$ cat src/hdl/jsu_pkg.sv
// ----------------------------------------------------------------------------
// JSON string unescape package
// Shared result kinds, character codes, UTF-8 limits and the result bundle
// that passes from the decoder to the result buffer.
// ----------------------------------------------------------------------------
package jsu_pkg;

    // Most results one text byte can cause: three UTF-8 bytes plus an error
    localparam int MaxResults = 4;
    localparam int CountW     = $clog2(MaxResults + 1);
    localparam int SlotW      = $clog2(MaxResults);

    typedef enum logic [1:0] {
        KIND_BYTE  = 2'd0,
        KIND_DONE  = 2'd1,
        KIND_ERROR = 2'd2
    } t_kind;

    // Characters with a meaning inside a string
    localparam logic [7:0] CH_QUOTE  = 8'h22;
    localparam logic [7:0] CH_BSLASH = 8'h5c;
    localparam logic [7:0] CH_SLASH  = 8'h2f;
    localparam logic [7:0] CH_ESC_B  = 8'h62;
    localparam logic [7:0] CH_ESC_F  = 8'h66;
    localparam logic [7:0] CH_ESC_N  = 8'h6e;
    localparam logic [7:0] CH_ESC_R  = 8'h72;
    localparam logic [7:0] CH_ESC_T  = 8'h74;
    localparam logic [7:0] CH_ESC_U  = 8'h75;

    // Control bytes produced by the short escapes
    localparam logic [7:0] CTL_BS = 8'h08;
    localparam logic [7:0] CTL_FF = 8'h0c;
    localparam logic [7:0] CTL_LF = 8'h0a;
    localparam logic [7:0] CTL_CR = 8'h0d;
    localparam logic [7:0] CTL_HT = 8'h09;

    // UTF-8 length limits
    localparam logic [15:0] CP_ONE_MAX = 16'h007f;
    localparam logic [15:0] CP_TWO_MAX = 16'h07ff;

    typedef struct packed {
        logic [7:0] data;
        t_kind      kind;
    } t_result;

    // Results of one text byte, slot 0 first
    typedef struct packed {
        t_result [MaxResults-1:0] entry;
        logic [CountW-1:0]        count;
    } t_bundle;

endpackage

$ cat src/hdl/jsu_decode.sv
// ----------------------------------------------------------------------------
// JSON string unescape decoder
// Holds the parse state and turns one text byte into its bundle of results.
// ----------------------------------------------------------------------------
module jsu_decode (
    input  logic            i_clk,
    input  logic            i_rst_n,
    input  logic            i_accept,
    input  logic [7:0]      i_text_byte,
    input  logic            i_string_start,
    input  logic            i_text_end,
    output jsu_pkg::t_bundle o_bundle
);
    import jsu_pkg::*;

    typedef enum logic [1:0] {
        MODE_IDLE,
        MODE_STRING,
        MODE_ESCAPE,
        MODE_HEX
    } t_mode;

    t_mode       r_mode, n_mode;
    logic [1:0]  r_hex_seen, n_hex_seen;
    logic [15:0] r_acc, n_acc;

    // Map an ASCII hex digit to {valid, value}
    function automatic logic [4:0] hex_value(input logic [7:0] c);
        logic [4:0] v;
        v = 5'd0;
        if (c inside {[8'h30:8'h39]}) begin
            v = {1'b1, c[3:0]};
        end else if (c inside {[8'h61:8'h66], [8'h41:8'h46]}) begin
            v = {1'b1, c[3:0] + 4'd9};
        end
        return v;
    endfunction

    // Decode one byte against the current state
    always_comb begin
        logic [4:0]        hv;
        logic [15:0]       cp;
        logic [CountW-1:0] cnt;
        t_bundle           b;

        hv         = hex_value(i_text_byte);
        cp         = {r_acc[11:0], hv[3:0]};
        cnt        = '0;
        b          = '0;
        n_mode     = r_mode;
        n_hex_seen = r_hex_seen;
        n_acc      = r_acc;

        if (i_string_start) begin
            n_hex_seen = 2'd0;
            n_acc      = 16'd0;
            if (i_text_byte == CH_QUOTE) begin
                n_mode = MODE_STRING;
            end else begin
                n_mode = MODE_IDLE;
                b.entry[cnt[SlotW-1:0]] = '{data: 8'd0, kind: KIND_ERROR};
                cnt = cnt + CountW'(1);
            end
        end else begin
            case (r_mode)
                MODE_STRING: begin
                    if (i_text_byte == CH_QUOTE) begin
                        n_mode = MODE_IDLE;
                        b.entry[cnt[SlotW-1:0]] = '{data: 8'd0, kind: KIND_DONE};
                        cnt = cnt + CountW'(1);
                    end else if (i_text_byte == CH_BSLASH) begin
                        n_mode = MODE_ESCAPE;
                    end else begin
                        b.entry[cnt[SlotW-1:0]] = '{data: i_text_byte, kind: KIND_BYTE};
                        cnt = cnt + CountW'(1);
                    end
                end
                MODE_ESCAPE: begin
                    n_mode = MODE_STRING;
                    b.entry[cnt[SlotW-1:0]] = '{data: 8'd0, kind: KIND_BYTE};
                    case (i_text_byte)
                        CH_QUOTE, CH_BSLASH, CH_SLASH:
                            b.entry[cnt[SlotW-1:0]].data = i_text_byte;
                        CH_ESC_B: b.entry[cnt[SlotW-1:0]].data = CTL_BS;
                        CH_ESC_F: b.entry[cnt[SlotW-1:0]].data = CTL_FF;
                        CH_ESC_N: b.entry[cnt[SlotW-1:0]].data = CTL_LF;
                        CH_ESC_R: b.entry[cnt[SlotW-1:0]].data = CTL_CR;
                        CH_ESC_T: b.entry[cnt[SlotW-1:0]].data = CTL_HT;
                        default: ;
                    endcase
                    if (i_text_byte == CH_ESC_U) begin
                        // start of four hex digits, nothing emitted yet
                        n_mode     = MODE_HEX;
                        n_hex_seen = 2'd0;
                        n_acc      = 16'd0;
                        b.entry[cnt[SlotW-1:0]] = '0;
                    end else if (i_text_byte inside {CH_QUOTE, CH_BSLASH, CH_SLASH,
                                                     CH_ESC_B, CH_ESC_F, CH_ESC_N,
                                                     CH_ESC_R, CH_ESC_T}) begin
                        cnt = cnt + CountW'(1);
                    end else begin
                        n_mode = MODE_IDLE;
                        b.entry[cnt[SlotW-1:0]] = '{data: 8'd0, kind: KIND_ERROR};
                        cnt = cnt + CountW'(1);
                    end
                end
                MODE_HEX: begin
                    if (!hv[4]) begin
                        n_mode     = MODE_IDLE;
                        n_hex_seen = 2'd0;
                        b.entry[cnt[SlotW-1:0]] = '{data: 8'd0, kind: KIND_ERROR};
                        cnt = cnt + CountW'(1);
                    end else begin
                        n_acc = cp;
                        if (r_hex_seen == 2'd3) begin
                            n_hex_seen = 2'd0;
                            n_mode     = MODE_STRING;
                            // encode the code point as UTF-8
                            if (cp <= CP_ONE_MAX) begin
                                b.entry[cnt[SlotW-1:0]] = '{data: cp[7:0], kind: KIND_BYTE};
                                cnt = cnt + CountW'(1);
                            end else if (cp <= CP_TWO_MAX) begin
                                b.entry[cnt[SlotW-1:0]] =
                                    '{data: {3'b110, cp[10:6]}, kind: KIND_BYTE};
                                cnt = cnt + CountW'(1);
                                b.entry[cnt[SlotW-1:0]] =
                                    '{data: {2'b10, cp[5:0]}, kind: KIND_BYTE};
                                cnt = cnt + CountW'(1);
                            end else begin
                                b.entry[cnt[SlotW-1:0]] =
                                    '{data: {4'b1110, cp[15:12]}, kind: KIND_BYTE};
                                cnt = cnt + CountW'(1);
                                b.entry[cnt[SlotW-1:0]] =
                                    '{data: {2'b10, cp[11:6]}, kind: KIND_BYTE};
                                cnt = cnt + CountW'(1);
                                b.entry[cnt[SlotW-1:0]] =
                                    '{data: {2'b10, cp[5:0]}, kind: KIND_BYTE};
                                cnt = cnt + CountW'(1);
                            end
                        end else begin
                            n_hex_seen = r_hex_seen + 2'd1;
                        end
                    end
                end
                default: ; // idle: ignore the byte
            endcase
        end

        // Text ran out with a string still open
        if (i_text_end && n_mode != MODE_IDLE) begin
            n_mode     = MODE_IDLE;
            n_hex_seen = 2'd0;
            b.entry[cnt[SlotW-1:0]] = '{data: 8'd0, kind: KIND_ERROR};
            cnt = cnt + CountW'(1);
        end

        b.count  = cnt;
        o_bundle = b;
    end

    // Advance the parse state on each accepted beat
    always_ff @(posedge i_clk) begin
        if (!i_rst_n) begin
            r_mode     <= MODE_IDLE;
            r_hex_seen <= 2'd0;
            r_acc      <= 16'd0;
        end else if (i_accept) begin
            r_mode     <= n_mode;
            r_hex_seen <= n_hex_seen;
            r_acc      <= n_acc;
        end
    end

endmodule

$ cat src/hdl/jsu_emit.sv
// ----------------------------------------------------------------------------
// JSON string unescape result buffer
// Registers one bundle of results and shifts them out one beat at a time.
// ----------------------------------------------------------------------------
module jsu_emit (
    input  logic             i_clk,
    input  logic             i_rst_n,
    input  logic             i_load,
    input  jsu_pkg::t_bundle i_bundle,
    output logic             o_free,
    output logic             o_out_valid,
    input  logic             i_out_ready,
    output logic [7:0]       o_decoded_byte,
    output logic [1:0]       o_result_kind,
    output logic             o_last_of_run
);
    import jsu_pkg::*;

    t_result [MaxResults-1:0] r_entry;
    logic [CountW-1:0]        r_count;
    logic                     pop;

    assign pop         = o_out_valid && i_out_ready;
    assign o_out_valid = (r_count != '0);
    // Take a new bundle once the held one is gone or leaves this cycle
    assign o_free      = (r_count == '0) || (r_count == CountW'(1) && i_out_ready);

    assign o_decoded_byte = r_entry[0].data;
    assign o_result_kind  = r_entry[0].kind;
    assign o_last_of_run  = (r_count == CountW'(1));

    // Count of results still held
    always_ff @(posedge i_clk) begin
        if (!i_rst_n) begin
            r_count <= '0;
        end else if (i_load) begin
            r_count <= i_bundle.count;
        end else if (pop) begin
            r_count <= r_count - CountW'(1);
        end
    end

    // Load a bundle, or shift the next result to the head
    always_ff @(posedge i_clk) begin
        if (i_load) begin
            r_entry <= i_bundle.entry;
        end else if (pop) begin
            for (int k = 0; k < MaxResults - 1; k++) begin
                r_entry[k] <= r_entry[k+1];
            end
        end
    end

endmodule

$ cat src/hdl/json_string_unescape_utf8_core.sv
// Output: the first result appears on the output in the cycle after its text byte is accepted.
// Throughput: one text byte per cycle while each byte makes at most one result and the output
// does not stall; a byte that makes n results (n up to 4) holds off the next byte until the
// single result buffer, draining one beat per cycle when not stalled, is down to its last result.
// Reset: synchronous, active low; clears parse state and empties the result buffer.
// ----------------------------------------------------------------------------
// JSON string unescape core
// Decodes a JSON string value byte by byte, expanding escapes and \u code
// points into UTF-8, and reports completion or errors as result beats.
// ----------------------------------------------------------------------------
module json_string_unescape_utf8_core (
    input  logic       i_clk,
    input  logic       i_rst_n,
    input  logic       i_in_valid,
    output logic       o_in_ready,
    input  logic [7:0] i_text_byte,
    input  logic       i_string_start,
    input  logic       i_text_end,
    output logic       o_out_valid,
    input  logic       i_out_ready,
    output logic [7:0] o_decoded_byte,
    output logic [1:0] o_result_kind,
    output logic       o_last_of_run
);
    import jsu_pkg::*;

    t_bundle bundle;
    logic    accept;
    logic    free;

    assign o_in_ready = free;
    assign accept     = i_in_valid && free;

    // Parse state and per-byte decode
    jsu_decode u_decode (
        .i_clk          (i_clk),
        .i_rst_n        (i_rst_n),
        .i_accept       (accept),
        .i_text_byte    (i_text_byte),
        .i_string_start (i_string_start),
        .i_text_end     (i_text_end),
        .o_bundle       (bundle)
    );

    // Result register and output sequencing
    jsu_emit u_emit (
        .i_clk          (i_clk),
        .i_rst_n        (i_rst_n),
        .i_load         (accept),
        .i_bundle       (bundle),
        .o_free         (free),
        .o_out_valid    (o_out_valid),
        .i_out_ready    (i_out_ready),
        .o_decoded_byte (o_decoded_byte),
        .o_result_kind  (o_result_kind),
        .o_last_of_run  (o_last_of_run)
    );

endmodule

$ cat config.mk
export PLATFORM = sky130hd
export DESIGN_NAME = json_string_unescape_utf8_core
export DESIGN_NICKNAME = d
export VERILOG_FILES = /design/src/hdl/jsu_pkg.sv /design/src/hdl/jsu_decode.sv /design/src/hdl/jsu_emit.sv /design/src/hdl/json_string_unescape_utf8_core.sv
export SDC_FILE = /design/constraint.sdc
export NUM_CORES = 1
export LEC_CHECK = 0
export ABC_CLOCK_PERIOD_IN_PS = 4410
export BUFFER_PORTS_ARGS = -buffer_cell sky130_fd_sc_hd__buf_2
export CAP_MARGIN = 25
export CORE_ASPECT_RATIO = 0.9
export CORE_UTILIZATION = 60
export DETAILED_ROUTE_END_ITERATION = 12
export PLACE_DENSITY = 0.82
export SKIP_LAST_GASP = 1
export SLEW_MARGIN = 0
export SYNTH_ARGS = -nofsm -noshare
export SYNTH_HDL_FRONTEND = slang
export SYNTH_SLANG_ARGS = --single-unit
$ cat constraint.sdc
create_clock -name i_clk -period 4.41 [get_ports i_clk]
set_input_delay 0.6615 -clock i_clk [delete_from_list [all_inputs] [get_ports i_clk]]
set_output_delay 0.6615 -clock i_clk [all_outputs]
set_load 0.05 [all_outputs]
==> impl_metrics.tcl <==
set metrics [dict create \
    crit_chain "buf_2 -> inv_1 -> ha_1 -> or3b_2 -> or2_4 -> a311o_4 -> a21oi_4 -> a31oi_2 -> o21a_1 -> mux2_2" \
    rsz0062_at_grt "no" \
    fin_worst_skew_ps 17.9 \
    grt_max_degree 32 \
    synth_nets 387 \
    grt_pass1_vias 2676 \
    max_stage_delay_ps 510 \
    post_cts_resized 0 \
    hp-class "reg2reg" \
    status "completed" \
    dieHeight_um 71.3 \
    tns_ps 0 \
    ir_drop_uv 270 \
    cts.path.max_buffers 2 \
    drc 0 \
    insertion_delay_ps 310 \
    tritoncts "done" \
    total_power_mw 1.59 \
    ys_async_sr_fraction_pct 0 \
    first_pass_iters 5 \
    start_util_pct 64.2 \
    ios 27 \
    path_clk_slew_ps 100 \
    syn_to_final_growth_pct 7.11 \
    synth_cell_type_count 66 \
    path_max_fanout 9 \
    n_antenna_cell 0 \
    track_usage_pct 29.5 \
    gp_congestion 0.942 \
    cts_setup_buffers 0 \
    critPathTopFamily "compound AO/OA/AOI/OAI gates" \
    relSlewSlack_pct 50.7 \
    synth_edf_count 27 \
    reg2reg_from "u_decode.r_acc[8]" \
    via_count 2980 \
    grt_pass1_wl_mm 12.8 \
    port_buffers 26 \
    ys_warn_count 0 \
    wirelength_mm 7.99 \
    fmax_mhz 295 \
    root_buffer "clkbuf_8" \
    cpMaxStageDelayCell "or3b_2" \
    drv_slew 0 \
    row_count 24 \
    end_kind "register" \
    place_hpwl_mm 5.87 \
    ant_nets 0 \
    die_area_mm2 0.00563 \
    antenna_found_initial 0 \
    power_density_mw_per_mm2 463 \
    worst_pin_slew_ps 732 \
    layout-drive-gt1-share_pct 14.6 \
    critical_path_buf_inv_count 2 \
    core-area_mm2 0.00498 \
    cp.arrival_ps 3450 \
    synth_flop_cell "edfxtp_1" \
    period_needed_ps 3390 \
    syn_inst 361 \
    finish.net_count 401 \
    syn-cell-area_mm2 0.00320 \
    overflow 0 \
    die_w_um 79 \
    hold_viol_final 0 \
    dr.first_iter.drc_count 314 \
    h-tree-depth 2 \
    crit_type "in2reg" \
    syn_avg_cell_area_um2 8.87 \
    hold_start "u_decode.r_acc[11]" \
    ys_ff_latch 46 \
    drv_cap 0 \
    setup_viol_count_final 0 \
    hold_buffers 0 \
    power_leakage_nw 1.26 \
    worstSetupStartpoint "i_text_byte[0]" \
    required_ps 4470 \
    cts_sinks 46 \
    finalCritPeriodShare_pct 76.9 \
    synth_seq_area_share_pct 37.2 \
    vias_per_cell 6.76 \
    wl_per_cell_um 18.1 \
    numCtsBuffers 5 \
    startpoint_type "primary input" \
]
==> logic make-up after synthesis <==
group                      count (synthesis)  synth area share, %
AOI/OAI and AO/OA                        107                 25.2
xor gates and xnor gates                   2                0.547
adders and majority gates                 12                 4.69
buffers and inverters                     41                 6.10
DFF                                       46                 37.2
muxes                                      8                 2.58
and+or+nand+nor                          145                 23.6
==> metrics by stage <==
stage / cells / cell area [um2] / hold WS (ps) / worst slack (ps) / util [%]
finish: 441 / 3430 / 499 / 1020 / 68.8
global route: 441 / 3430 / 540 / 891 / 68.8
CTS: 440 / 3400 / 504 / 1060 / 68.2
detailed placement: 432 / 3320 / 493 / 755 / 66.5
global placement: 432 / 3320 / 481 / 838 / 66.5
floorplan: 361 / 3200 / 461 / 1150 / -
==> per-layer routing <==
layer | vias to the layer above | share of wire, % | track usage (%)
met4 | 0 | 2.6 | 12.9
met2 | 157 | 47 | 48.1
li1 | 1382 | - | -
met5 | - | 0 | 0
met1 | 1415 | 42 | 38.5
met3 | 26 | 8.5 | 5.48
==> placed cells by master (no fill, tap or decap), types with 3 or more instances in the layout <==
cell type / netlist / final
a211oi_1: 5 / 5
a21boi_0: 10 / 10
a21o_1: 4 / 4
a21oi_1: 15 / 15
a22o_1: 9 / 9
a22oi_1: 7 / 7
a31oi_1: 3 / 3
and2_1: 4 / 4
and3_1: 4 / 4
buf_2: 3 / 26
buf_4: 10 / 5
clkbuf_8: 0 / 5
dfxtp_1: 19 / 19
edfxtp_1: 27 / 27
ha_1: 12 / 12
inv_1: 15 / 15
mux2i_1: 6 / 6
nand2_1: 39 / 39
nand3_1: 16 / 16
nand4_1: 3 / 3
nor2_1: 24 / 24
nor2b_1: 10 / 10
nor3_1: 18 / 18
nor3b_1: 3 / 3
nor4_1: 4 / 4
o211ai_1: 3 / 3
o21a_1: 4 / 4
o21ai_0: 13 / 13
o31ai_1: 10 / 10
or4_1: 3 / 3
==> final cells by class <==
type / instances / area (um2)
multi-input combinational: 274 / 1820
timing repair buffer: 32 / 195
fill: 418 / 1560
tap: 65 / 81.3
clock inverter: 2 / 13.8
clock buffer: 6 / 72.6
sequential: 46 / 1190
inverter: 16 / 60.1
==> path summary, 6_finish.rpt <==
path,cells after the start,slack [ps],to
worst max-delay path,10,1020,u_emit.r_entry[21]
worst min-delay path,2,500,u_decode.r_acc[11]
worst max register to register,9,1540,u_emit.r_entry[15]
worst min register to register,2,500,u_decode.r_acc[11]
==> power breakdown <==
group,leakage [nW],switching [mW],total [mW],internal [mW]
clock network,0.0452,0.144,0.256,0.112
logic,0.785,0.486,0.679,0.193
registers,0.429,0.0360,0.654,0.618
==> registers in the layout, summed over array words and instances, names as in the netlist <==
name	count
u_decode.r_hex_seen	2
u_emit.r_count	3
u_decode.r_mode	2
u_emit.r_entry	17
u_emit.o_result_kind	2
u_emit.o_decoded_byte	8
u_decode.r_acc	12
==> cell usage after synthesis, drive strengths merged (11+ instances only) <==
| cell type | number | share of area [%] |
|---|---|---|
| nand2 | 39 | 4.6 |
| edfxtp | 27 | 25 |
| nand3 | 16 | 2.5 |
| ha | 12 | 4.7 |
| a21oi | 16 | 2.9 |
| a21boi | 11 | 2.6 |
| nor3 | 18 | 2.8 |
| nor2 | 24 | 2.8 |
| buf | 15 | 3.0 |
| inv | 15 | 1.8 |
| o21ai | 14 | 2.2 |
| dfxtp | 19 | 12 |
==> worst reg2reg max path: stages, from the launching register on <==
cell and delay [ps]:
dfxtp_1 360, nor4_1 400, nand2b_1 400, o21ai_0 270, nand2_1 80, o221ai_1 370, inv_1 120, ha_1 230
o21a_1 190, o31ai_1 280
Note: power is estimated with default switching activity, not from simulation.
